File: src/rtl/dwag_pkg.sv
`timescale 1ns / 1ps
// Package for the DMA window address generator: field widths, table geometry,
// status and register codes, and the payload struct. No dependencies.
package dwag_pkg;

    // Table geometry and counter depth
    localparam int ENTRY_COUNT   = 4096;
    localparam int CHUNK_BITS    = 22;
    localparam int CHUNK_ENTRIES = 64;
    localparam int CHUNK_AW      = (CHUNK_ENTRIES > 1) ? $clog2(CHUNK_ENTRIES) : 1;
    localparam int ENTRY_CNT_W   = (ENTRY_COUNT > 1) ? $clog2(ENTRY_COUNT) : 1;

    // Field widths
    localparam int ADDR_W      = 56;
    localparam int WORD_W      = 32;
    localparam int XFER_W      = 13;
    localparam int HDR_W       = 12;
    localparam int SLOT_W      = 8;
    localparam int STATUS_W    = 2;
    localparam int ENTRY_W     = 12;
    localparam int CI_OUT_W    = 8;
    localparam int PAGE_BITS   = 12;
    localparam int UNIT_ALIGN  = 6;
    localparam int UNIT_W      = 14;
    localparam int UNITS_W     = WORD_W - UNIT_ALIGN;
    localparam int CI_W        = WORD_W - CHUNK_BITS;

    // Configuration port
    localparam int REG_IDX_W = 2;
    localparam int PADDR_W   = REG_IDX_W + 2;

    localparam logic [PAGE_BITS:0] PAGE_SIZE = 13'h1000;

    // Register indexes
    typedef enum logic [REG_IDX_W-1:0] {
        REG_WINDOW = 2'd0,
        REG_XFER   = 2'd1,
        REG_HDR    = 2'd2,
        REG_MODE   = 2'd3
    } t_reg;

    // Request kinds
    localparam logic REQ_LOAD = 1'b0;
    localparam logic REQ_GEN  = 1'b1;

    // Result status codes
    typedef enum logic [STATUS_W-1:0] {
        ST_OK     = 2'd0,
        ST_CROSS  = 2'd1,
        ST_WINDOW = 2'd2,
        ST_CHUNK  = 2'd3
    } t_status;

    typedef struct packed {
        t_status               status;
        logic [ENTRY_W-1:0]    entry_index;
        logic [ADDR_W-1:0]     dma_address;
        logic [CI_OUT_W-1:0]   chunk_index;
        logic [WORD_W-1:0]     linear_address;
    } t_rsp;

endpackage

File: src/rtl/dwag_req_if.sv
`timescale 1ns / 1ps
// Request channel: valid/ready handshake carrying load and generate items.
// Depends on dwag_pkg.
interface dwag_req_if;
    import dwag_pkg::*;

    logic                valid;
    logic                ready;
    logic                req_type;
    logic [SLOT_W-1:0]   chunk_slot;
    logic [ADDR_W-1:0]   chunk_base;
    logic [WORD_W-1:0]   random_value;

    modport source (output valid, req_type, chunk_slot, chunk_base, random_value,
                    input ready);
    modport sink   (input valid, req_type, chunk_slot, chunk_base, random_value,
                    output ready);
endinterface

File: src/rtl/dwag_rsp_if.sv
`timescale 1ns / 1ps
// Result channel: valid/ready handshake carrying one generated address beat.
// Depends on dwag_pkg.
interface dwag_rsp_if;
    import dwag_pkg::*;

    logic                 valid;
    logic                 ready;
    logic [STATUS_W-1:0]  status;
    logic [ENTRY_W-1:0]   entry_index;
    logic [ADDR_W-1:0]    dma_address;
    logic [CI_OUT_W-1:0]  chunk_index;
    logic [WORD_W-1:0]    linear_address;

    modport source (output valid, status, entry_index, dma_address, chunk_index,
                    linear_address, input ready);
    modport sink   (input valid, status, entry_index, dma_address, chunk_index,
                    linear_address, output ready);
endinterface

File: src/rtl/dwag_ram.sv
`timescale 1ns / 1ps
// Generic simple dual-port RAM: one write port, one read port, registered read.
// No dependencies.
module dwag_ram #(
    parameter int WIDTH = 8,
    parameter int DEPTH = 16
) (
    input  logic                                  i_clk,
    input  logic                                  i_wr_en,
    input  logic [((DEPTH > 1) ? $clog2(DEPTH) : 1)-1:0] i_wr_addr,
    input  logic [WIDTH-1:0]                      i_wr_data,
    input  logic                                  i_rd_en,
    input  logic [((DEPTH > 1) ? $clog2(DEPTH) : 1)-1:0] i_rd_addr,
    output logic [WIDTH-1:0]                      o_rd_data
);
    logic [WIDTH-1:0] r_mem [DEPTH];

    always_ff @(posedge i_clk) begin
        if (i_wr_en) begin
            r_mem[i_wr_addr] <= i_wr_data;
        end
        if (i_rd_en) begin
            o_rd_data <= r_mem[i_rd_addr];
        end
    end
endmodule

File: src/rtl/dma_window_address_generator.sv
`timescale 1ns / 1ps
// DMA window address generator: a load beat is written to the chunk table at accept.
// A generate beat runs the bit-serial slot modulo, then multiply, page check, table read
// (skipped if rejected or beyond the table) and hand-off to the result register; a window
// too small goes straight to hand-off. One item in work: no new trial until hand-off.
// Synchronous active-low reset; after reset and each write to window, transfer or header
// size, ready stays low while the unit count is recomputed on the same divider.
module dma_window_address_generator (
    input  logic                          i_clk,
    input  logic                          i_rst_n,
    input  logic                          psel,
    input  logic                          penable,
    input  logic                          pwrite,
    input  logic [dwag_pkg::PADDR_W-1:0]  paddr,
    input  logic [31:0]                   pwdata,
    output logic [31:0]                   prdata,
    output logic                          pready,
    dwag_req_if.sink                      i_req,
    dwag_rsp_if.source                    o_rsp
);
    import dwag_pkg::*;

    typedef enum logic [2:0] {
        S_IDLE,
        S_UNITS,
        S_MOD,
        S_MUL,
        S_CHECK,
        S_READ,
        S_EMIT
    } t_state;

    // Configuration registers
    logic [WORD_W-1:0]      r_window;
    logic [XFER_W-1:0]      r_xfer;
    logic [HDR_W-1:0]       r_hdr;
    logic                   r_random;

    // Control state
    t_state                 r_state;
    logic                   r_stale;
    logic [UNITS_W-1:0]     r_units;
    logic [ENTRY_CNT_W-1:0] r_entry;
    logic [WORD_W-1:0]      r_skip;
    logic [4:0]             r_cnt;
    logic                   r_skip_inc;
    logic                   r_out_valid;

    // Datapath
    logic [WORD_W-1:0]      r_dvd;
    logic [WORD_W-1:0]      r_rem;
    logic [WORD_W-1:0]      r_dvs;
    logic [WORD_W-1:0]      r_lin;
    t_rsp                   r_res;
    t_rsp                   r_out;

    logic                   w_cfg_wr;
    logic                   w_geom_wr;
    t_reg                   w_cfg_idx;
    logic [UNIT_W:0]        w_us_sum;
    logic [UNIT_W-1:0]      w_unit_sz;
    logic [WORD_W:0]        w_rem_sh;
    logic [WORD_W+1:0]      w_diff;
    logic                   w_qbit;
    logic [WORD_W-1:0]      n_rem;
    logic [WORD_W-1:0]      n_dvd;
    logic [PAGE_BITS:0]     w_avail;
    logic [CI_W-1:0]        w_ci;
    logic                   w_accept;
    logic                   w_load;
    logic                   w_rd_en;
    logic                   w_out_load;
    logic [ADDR_W-1:0]      w_rd_data;

    // APB decode; writes complete in the access phase
    assign pready    = 1'b1;
    assign w_cfg_wr  = psel && penable && pwrite;
    assign w_cfg_idx = t_reg'(paddr[PADDR_W-1:2]);
    assign w_geom_wr = w_cfg_wr && (w_cfg_idx != REG_MODE);

    always_comb begin
        case (w_cfg_idx)
            REG_WINDOW: prdata = r_window;
            REG_XFER:   prdata = 32'(r_xfer);
            REG_HDR:    prdata = 32'(r_hdr);
            REG_MODE:   prdata = 32'(r_random);
            default:    prdata = '0;
        endcase
    end

    // Unit size: transfer + header rounded up to 64 bytes
    assign w_us_sum  = (UNIT_W+1)'(r_xfer) + (UNIT_W+1)'(r_hdr) + (UNIT_W+1)'(63);
    assign w_unit_sz = {w_us_sum[UNIT_W-1:UNIT_ALIGN], {UNIT_ALIGN{1'b0}}};

    // Restoring divider step, one quotient bit per cycle
    assign w_rem_sh = {r_rem, r_dvd[WORD_W-1]};
    assign w_diff   = {1'b0, w_rem_sh} - {2'b00, r_dvs};
    assign w_qbit   = ~w_diff[WORD_W+1];
    assign n_rem    = w_qbit ? w_diff[WORD_W-1:0] : w_rem_sh[WORD_W-1:0];
    assign n_dvd    = {r_dvd[WORD_W-2:0], w_qbit};

    // Bytes left before the next 4 KiB boundary, and chunk number
    assign w_avail = PAGE_SIZE - {1'b0, r_lin[PAGE_BITS-1:0]};
    assign w_ci    = r_lin[WORD_W-1:CHUNK_BITS];

    assign i_req.ready = (r_state == S_IDLE) && !r_stale;
    assign w_accept    = i_req.valid && i_req.ready;
    assign w_load      = w_accept && (i_req.req_type == REQ_LOAD)
                         && (32'(i_req.chunk_slot) < CHUNK_ENTRIES);
    assign w_rd_en     = (r_state == S_CHECK) && (w_avail >= 13'(r_xfer))
                         && (32'(w_ci) < CHUNK_ENTRIES);
    assign w_out_load  = (r_state == S_EMIT) && (!r_out_valid || o_rsp.ready);

    // Chunk base table
    dwag_ram #(
        .WIDTH (ADDR_W),
        .DEPTH (CHUNK_ENTRIES)
    ) u_chunk_ram (
        .i_clk     (i_clk),
        .i_wr_en   (w_load),
        .i_wr_addr (CHUNK_AW'(i_req.chunk_slot)),
        .i_wr_data (i_req.chunk_base),
        .i_rd_en   (w_rd_en),
        .i_rd_addr (CHUNK_AW'(w_ci)),
        .o_rd_data (w_rd_data)
    );

    // Output register
    assign o_rsp.valid          = r_out_valid;
    assign o_rsp.status         = r_out.status;
    assign o_rsp.entry_index    = r_out.entry_index;
    assign o_rsp.dma_address    = r_out.dma_address;
    assign o_rsp.chunk_index    = r_out.chunk_index;
    assign o_rsp.linear_address = r_out.linear_address;

    // Sequencer, datapath and configuration
    always_ff @(posedge i_clk) begin
        if (!i_rst_n) begin
            r_state     <= S_IDLE;
            r_stale     <= 1'b1;
            r_units     <= '0;
            r_entry     <= '0;
            r_skip      <= '0;
            r_cnt       <= '0;
            r_skip_inc  <= 1'b0;
            r_out_valid <= 1'b0;
            r_window    <= 32'd4096;
            r_xfer      <= 13'd64;
            r_hdr       <= '0;
            r_random    <= 1'b0;
        end else begin
            // result beat: load on hand-off, clear once taken
            if (w_out_load) begin
                r_out       <= r_res;
                r_out_valid <= 1'b1;
            end else if (o_rsp.ready) begin
                r_out_valid <= 1'b0;
            end

            // geometry changes restart the unit count
            if (w_geom_wr) begin
                r_stale <= 1'b1;
            end

            if (w_geom_wr && (r_state == S_IDLE || r_state == S_UNITS)) begin
                r_state <= S_IDLE;
            end else begin
                case (r_state)
                    S_IDLE: begin
                        if (r_stale) begin
                            // recompute unit count: window / unit size
                            if (w_unit_sz == '0) begin
                                r_units <= '0;
                                r_stale <= 1'b0;
                            end else begin
                                r_dvd   <= r_window;
                                r_dvs   <= 32'(w_unit_sz);
                                r_rem   <= '0;
                                r_cnt   <= '0;
                                r_state <= S_UNITS;
                            end
                        end else if (w_accept && (i_req.req_type == REQ_GEN)) begin
                            r_skip_inc        <= 1'b0;
                            r_res.entry_index <= ENTRY_W'(r_entry);
                            if (r_units == '0) begin
                                r_res.status         <= ST_WINDOW;
                                r_res.dma_address    <= '0;
                                r_res.chunk_index    <= '0;
                                r_res.linear_address <= '0;
                                r_state              <= S_EMIT;
                            end else begin
                                r_dvd   <= r_random ? i_req.random_value
                                                    : 32'(r_entry) + r_skip;
                                r_dvs   <= 32'(r_units);
                                r_rem   <= '0;
                                r_cnt   <= '0;
                                r_state <= S_MOD;
                            end
                        end
                    end

                    S_UNITS: begin
                        r_dvd <= n_dvd;
                        r_rem <= n_rem;
                        r_cnt <= r_cnt + 5'd1;
                        if (r_cnt == 5'd31) begin
                            r_units <= UNITS_W'(n_dvd);
                            r_stale <= 1'b0;
                            r_state <= S_IDLE;
                        end
                    end

                    S_MOD: begin
                        r_dvd <= n_dvd;
                        r_rem <= n_rem;
                        r_cnt <= r_cnt + 5'd1;
                        if (r_cnt == 5'd31) begin
                            r_state <= S_MUL;
                        end
                    end

                    // slot remainder times unit size plus header offset
                    S_MUL: begin
                        r_lin   <= 32'(r_rem[UNITS_W-1:0] * w_unit_sz) + 32'(r_hdr);
                        r_state <= S_CHECK;
                    end

                    S_CHECK: begin
                        r_res.linear_address <= r_lin;
                        r_res.dma_address    <= '0;
                        r_res.chunk_index    <= '0;
                        if (w_avail < 13'(r_xfer)) begin
                            r_res.status <= ST_CROSS;
                            r_skip_inc   <= !r_random;
                            r_state      <= S_EMIT;
                        end else if (32'(w_ci) >= CHUNK_ENTRIES) begin
                            r_res.status <= ST_CHUNK;
                            r_state      <= S_EMIT;
                        end else begin
                            r_res.status <= ST_OK;
                            r_state      <= S_READ;
                        end
                    end

                    // chunk base plus offset inside the chunk
                    S_READ: begin
                        r_res.dma_address <= w_rd_data + ADDR_W'(r_lin[CHUNK_BITS-1:0]);
                        r_res.chunk_index <= CI_OUT_W'(w_ci);
                        r_state           <= S_EMIT;
                    end

                    // hand the result to the output register, then commit counters
                    S_EMIT: begin
                        if (w_out_load) begin
                            if (r_res.status == ST_OK) begin
                                if (32'(r_entry) == ENTRY_COUNT - 1) begin
                                    r_entry <= '0;
                                end else begin
                                    r_entry <= r_entry + 1'b1;
                                end
                            end
                            if (r_skip_inc) begin
                                r_skip <= r_skip + 32'd1;
                            end
                            r_state <= S_IDLE;
                        end
                    end

                    default: begin
                        r_state <= S_IDLE;
                    end
                endcase
            end

            // Register writes
            if (w_cfg_wr) begin
                case (w_cfg_idx)
                    REG_WINDOW: r_window <= pwdata;
                    REG_XFER:   r_xfer   <= pwdata[XFER_W-1:0];
                    REG_HDR:    r_hdr    <= pwdata[HDR_W-1:0];
                    REG_MODE:   r_random <= pwdata[0];
                    default:    r_random <= r_random;
                endcase
            end
        end
    end
endmodule

File: src/flat_wrapper.sv
// flat-port wrapper written by rule: the top's interface ports become plain ports
module dma_window_address_generator_flat import dwag_pkg::*;
  (i_clk, i_rst_n, psel, penable, pwrite, paddr, pwdata, prdata, pready, i_req_valid, i_req_req_type, i_req_chunk_slot, i_req_chunk_base, i_req_random_value, i_req_ready, o_rsp_valid, o_rsp_status, o_rsp_entry_index, o_rsp_dma_address, o_rsp_chunk_index, o_rsp_linear_address, o_rsp_ready);
  dwag_req_if i_req_i ();
  dwag_rsp_if o_rsp_i ();
  input  logic i_clk;
  input  logic i_rst_n;
  input  logic psel;
  input  logic penable;
  input  logic pwrite;
  input  logic [dwag_pkg::PADDR_W-1:0] paddr;
  input  logic [31:0] pwdata;
  output logic [31:0] prdata;
  output logic pready;
  input wire logic [$bits(i_req_i.valid)-1:0] i_req_valid;
  input wire logic [$bits(i_req_i.req_type)-1:0] i_req_req_type;
  input wire logic [$bits(i_req_i.chunk_slot)-1:0] i_req_chunk_slot;
  input wire logic [$bits(i_req_i.chunk_base)-1:0] i_req_chunk_base;
  input wire logic [$bits(i_req_i.random_value)-1:0] i_req_random_value;
  output wire logic [$bits(i_req_i.ready)-1:0] i_req_ready;
  output wire logic [$bits(o_rsp_i.valid)-1:0] o_rsp_valid;
  output wire logic [$bits(o_rsp_i.status)-1:0] o_rsp_status;
  output wire logic [$bits(o_rsp_i.entry_index)-1:0] o_rsp_entry_index;
  output wire logic [$bits(o_rsp_i.dma_address)-1:0] o_rsp_dma_address;
  output wire logic [$bits(o_rsp_i.chunk_index)-1:0] o_rsp_chunk_index;
  output wire logic [$bits(o_rsp_i.linear_address)-1:0] o_rsp_linear_address;
  input wire logic [$bits(o_rsp_i.ready)-1:0] o_rsp_ready;
  assign i_req_i.valid = i_req_valid;
  assign i_req_i.req_type = i_req_req_type;
  assign i_req_i.chunk_slot = i_req_chunk_slot;
  assign i_req_i.chunk_base = i_req_chunk_base;
  assign i_req_i.random_value = i_req_random_value;
  assign i_req_ready = i_req_i.ready;
  assign o_rsp_valid = o_rsp_i.valid;
  assign o_rsp_status = o_rsp_i.status;
  assign o_rsp_entry_index = o_rsp_i.entry_index;
  assign o_rsp_dma_address = o_rsp_i.dma_address;
  assign o_rsp_chunk_index = o_rsp_i.chunk_index;
  assign o_rsp_linear_address = o_rsp_i.linear_address;
  assign o_rsp_i.ready = o_rsp_ready;
  dma_window_address_generator u_core (.i_clk(i_clk), .i_rst_n(i_rst_n), .psel(psel), .penable(penable), .pwrite(pwrite), .paddr(paddr), .pwdata(pwdata), .prdata(prdata), .pready(pready), .i_req(i_req_i), .o_rsp(o_rsp_i));
endmodule
File: config.mk
export PLATFORM = sky130hd
export DESIGN_NAME = dma_window_address_generator_flat
export DESIGN_NICKNAME = d
export VERILOG_FILES = /design/src/rtl/dwag_pkg.sv /design/src/rtl/dwag_req_if.sv /design/src/rtl/dwag_rsp_if.sv /design/src/rtl/dwag_ram.sv /design/src/rtl/dma_window_address_generator.sv /design/src/flat_wrapper.sv
export SDC_FILE = /design/constraint.sdc
export NUM_CORES = 2
export LEC_CHECK = 0
export ABC_AREA = 0
export BUFFER_PORTS_ARGS = -buffer_cell sky130_fd_sc_hd__buf_2
export CAP_MARGIN = 10
export CORE_MARGIN = 2
export CORE_UTILIZATION = 35
export CTS_BUF_LIST = sky130_fd_sc_hd__clkbuf_8
export CTS_CLUSTER_SIZE = 25
export DETAILED_ROUTE_END_ITERATION = 8
export HOLD_SLACK_MARGIN = 0.15
export PLACE_DENSITY_LB_ADDON = 0.1
export SKIP_LAST_GASP = 1
export SLEW_MARGIN = 0
export SYNTH_ARGS = -nofsm -noshare
export SYNTH_HDL_FRONTEND = slang
export SYNTH_HIERARCHICAL = 1
export SYNTH_SLANG_ARGS = --single-unit
File: constraint.sdc
create_clock -name i_clk -period 15.9 [get_ports i_clk]
set_input_delay 1.59 -clock i_clk [delete_from_list [all_inputs] [get_ports i_clk]]
set_output_delay 1.59 -clock i_clk [all_outputs]
set_load 0.005 [all_outputs]
==> flow_metrics.tcl <==
set metrics [dict create \
    cts_resized 0 \
    yosys_most_used_dff "edfxtp_1" \
    drive_above_1_share 0.245 \
    die_h_um 693 \
    grtUsageTotal 0.217 \
    dp_slack_ns 7.27 \
    maxSlewHeadroom 0.0852 \
    worst_clock_skew_ns 0.0740 \
    setup-tns-final_ns 0 \
    fin_crit_sh 0.543 \
    finalMaxSlewViolations 0 \
    cts.clk_slew.worst_paths_ns 0.06 \
    fin_crit_ns 8.63 \
    gp_congestion 0.900 \
    postCtsSetupRepairBufs 0 \
    synth_edf_count 3982 \
    vias 89186 \
    drc 0 \
    synthCells 8654 \
    critPathBufInv 4 \
    peakVddDrop_v 0.0000998 \
    first_iter_violations 8326 \
    h-tree-depth 6 \
    syn_area_per_cell_um2 19.2 \
    ys_warn_count 6 \
    seq_area_um2 122000 \
    grt_setup_unrepaired "no" \
    seq_power_share 0.532 \
    dp_hpwl_mm 309 \
    floorplan.initialDensity 0.351 \
    grt_pass1_wl_mm 731 \
    internal-power_w 0.0172 \
    syn_nets 9058 \
    cts_inserted_buffers 707 \
    ant_nets 0 \
    clockPowerShare 0.380 \
    async_flop_share 0 \
    gr-total-overflow 0 \
    hold_class "reg -> reg" \
    drt_first_pass_iters 5 \
    yosysSeqAreaShare 0.736 \
    p_comb_frac 0.088 \
    drt_wl_total_mm 530 \
    io_buffers 281 \
    fmax_mhz 116 \
    ios 285 \
    leakage_nw 61.6 \
    synthDistinctLibCells 83 \
    fp.dieW_um 693 \
    cts_num_sinks 4121 \
    switchingPower_w 0.00586 \
    layout.nets 9870 \
    viasPerCell 5.48 \
    finalHoldViolations 0 \
    drv_cap 0 \
    critPathMaxFanout 22 \
    post_drt_wl_per_cell_um 32.6 \
    std_cell_rows 253 \
    worst_slew_pin_slew_ns 1.37 \
    worstSetupStartpointType "flop" \
    worstHoldStart "u_core/r_res[89]$_DFFE_PP_" \
    finalSetupViolCount 0 \
    crit_type "reg -> reg" \
    clkLatencyLatePin_ns 1.27 \
    end_kind "flop" \
    grt_pass1_vias 92256 \
    coreArea_um2 474000 \
    status "complete, no violations" \
    crit_path_start "u_core/r_xfer[3]$_SDFFE_PN0P_" \
    p_sw_frac 0.254 \
    power.density_nw_per_um2 122 \
    crit_path_max_incr_delay_ns 0.57 \
    regToRegSetupSlack_ns 7.27 \
    synth_area_um2 166000 \
    layout_setup_ws_ns 7.27 \
    worstPathArrival_ns 9.61 \
    clock-root-buffer "clkbuf_8" \
    fillCellCount 42885 \
    rr_startpoint "u_core/r_xfer[3]$_SDFFE_PN0P_" \
    cts_tree "done" \
    path_delay_family "adder cells" \
    syn_to_final_growth_pct 13.7 \
    antenna_found_initial 68 \
    clk_path_buf_depth 4 \
    total_power_w 0.0230 \
    die-area_um2 481000 \
    multi_input_area_um2 41600 \
    grt_max_degree 116 \
    cpMaxStageDelayCell "fa_1" \
    hold_buffers 0 \
    synth_seq_cells 4121 \
    required_ns 16.88 \
]
## layout make-up
class                   instances  share of cell area
flip-flops and latches       4121               0.647
diodes                         16            0.000212
well taps                    6247              0.0413
inverters                     240             0.00478
repair buffers                565              0.0196
multi-input cells            3831               0.220
clock inverters               545              0.0140
clock buffers                 723              0.0526
## through the flow
| step | instance area [um2] | hold slack, ns | instances | util |
|---|---|---|---|---|
| 3_3_place_gp | 176000 | 0.403 | 15001 | 0.372 |
| 5_1_grt | 189000 | 0.404 | 16274 | 0.399 |
| 3_5_place_dp | 176000 | 0.405 | 15001 | 0.372 |
| 6_report | 189000 | 0.402 | 16288 | 0.399 |
| 4_1_cts | 189000 | 0.394 | 16269 | 0.399 |
| 2_1_floorplan | 166000 | 0.400 | 8654 | - |
## flip-flops by register name, indices dropped and copies added (netlist names), 2 cells and up
| register | count |
|---|---|
| u_core/r_dvs | 26 |
| u_core/u_chunk_ram/o_rd_data | 56 |
| u_core/r_cnt | 5 |
| u_core/r_xfer | 13 |
| u_core/r_dvd | 32 |
| u_core/o_rsp.status | 2 |
| u_core/r_entry | 12 |
| u_core/r_hdr | 12 |
| u_core/r_rem | 32 |
| u_core/r_lin | 32 |
| u_core/o_rsp.dma_address | 56 |
| u_core/r_units | 26 |
| u_core/r_skip | 32 |
| u_core/r_state | 3 |
| u_core/u_chunk_ram/r_mem | 3584 |
| u_core/r_window | 32 |
| u_core/o_rsp.linear_address | 32 |
| u_core/o_rsp.chunk_index | 8 |
| u_core/o_rsp.entry_index | 12 |
| u_core/r_res | 110 |
## metal layers
metal,share of wire,track usage
met2,0.49,0.364
met3,0.060,0.0352
met4,0.030,0.0627
met5,0.00019,0
met1,0.42,0.290
## layout by cell type (no fill, tap or decap), types with 118 or more instances in the layout
| cell | netlist | final |
|---|---|---|
| edfxtp_1 | 3982 | 3982 |
| mux2i_1 | 122 | 122 |
| ha_1 | 140 | 140 |
| dfxtp_1 | 139 | 136 |
| buf_2 | 84 | 281 |
| buf_4 | 71 | 271 |
| nand2_1 | 351 | 347 |
| o21ai_0 | 118 | 118 |
| inv_1 | 240 | 493 |
| mux4_2 | 888 | 888 |
| clkinv_1 | 0 | 187 |
| xnor2_1 | 124 | 123 |
| a21oi_1 | 290 | 290 |
| and2_1 | 156 | 153 |
| clkbuf_8 | 0 | 723 |
| o22ai_1 | 135 | 135 |
| fa_1 | 124 | 124 |
| nor2_1 | 326 | 258 |
## Yosys cell counts, drive strengths merged, types with 7 or more instances
| cell type | instances | area [um2] |
|---|---|---|
| nand4 | 30 | 188 |
| or3 | 34 | 213 |
| o21ai | 129 | 653 |
| nor2b | 52 | 325 |
| edfxtp | 3982 | 120000 |
| o211ai | 24 | 180 |
| dfxtp | 139 | 2780 |
| and2 | 156 | 976 |
| a22oi | 41 | 308 |
| o221ai | 33 | 289 |
| nand2b | 24 | 158 |
| xnor2 | 124 | 1090 |
| buf | 195 | 1190 |
| mux2i | 122 | 1220 |
| nand3b | 15 | 113 |
| a211oi | 28 | 210 |
| nor3 | 63 | 335 |
| clkbuf | 267 | 1000 |
| nand3 | 87 | 435 |
| nor3b | 7 | 52.6 |
| or2 | 17 | 106 |
| o21bai | 12 | 90.1 |
| ha | 140 | 1750 |
| nand2 | 351 | 1320 |
| a311oi | 18 | 158 |
| a22o | 96 | 841 |
| o21a | 12 | 90.1 |
| and3 | 74 | 463 |
| inv | 240 | 901 |
| and4 | 15 | 131 |
| a21o | 37 | 278 |
| nor4 | 30 | 194 |
| mux4 | 888 | 20000 |
| a21oi | 291 | 1460 |
| xor2 | 78 | 683 |
| o22ai | 135 | 845 |
| a221oi | 101 | 885 |
| mux2 | 18 | 203 |
| fa | 124 | 2480 |
| nor4b | 12 | 105 |
| nor2 | 327 | 1230 |
| o2111ai | 11 | 96.3 |
| a31oi | 18 | 128 |
## final timing paths
kind,to,depth (start not counted)
worst min register to register,u_core/o_rsp.dma_address[49]$_DFFE_PP_,0
worst min-delay path,u_core/o_rsp.dma_address[49]$_DFFE_PP_,0
worst max-delay path,u_core/r_lin[31]$_DFFE_PP_,29
worst max register to register,u_core/r_lin[31]$_DFFE_PP_,29
## power by group through the flow
stage                     Clock (W)  Sequential [W]  Combinational [W]
after global routing        0.00946          0.0122            0.00224
after floorplan                   0          0.0123            0.00131
after detailed placement          0          0.0125            0.00205
after CTS                   0.00900          0.0122            0.00207
after global placement            0          0.0125            0.00203
final                       0.00874          0.0122            0.00203
## kinds of logic (layout without fill, tap and decap cells)
group,Yosys count,in the layout,synth area share
flops,4121,4121,0.736
simple gates,1310,1310,0.0390
mux,1028,1028,0.129
compound gates,1024,1024,0.0413
buf+inv,702,2073,0.0186
fa+ha+maj,264,264,0.0255
xor+xnor,204,204,0.0109
other cells,1,17,0.0000226
(Power assumes the default switching activity.)
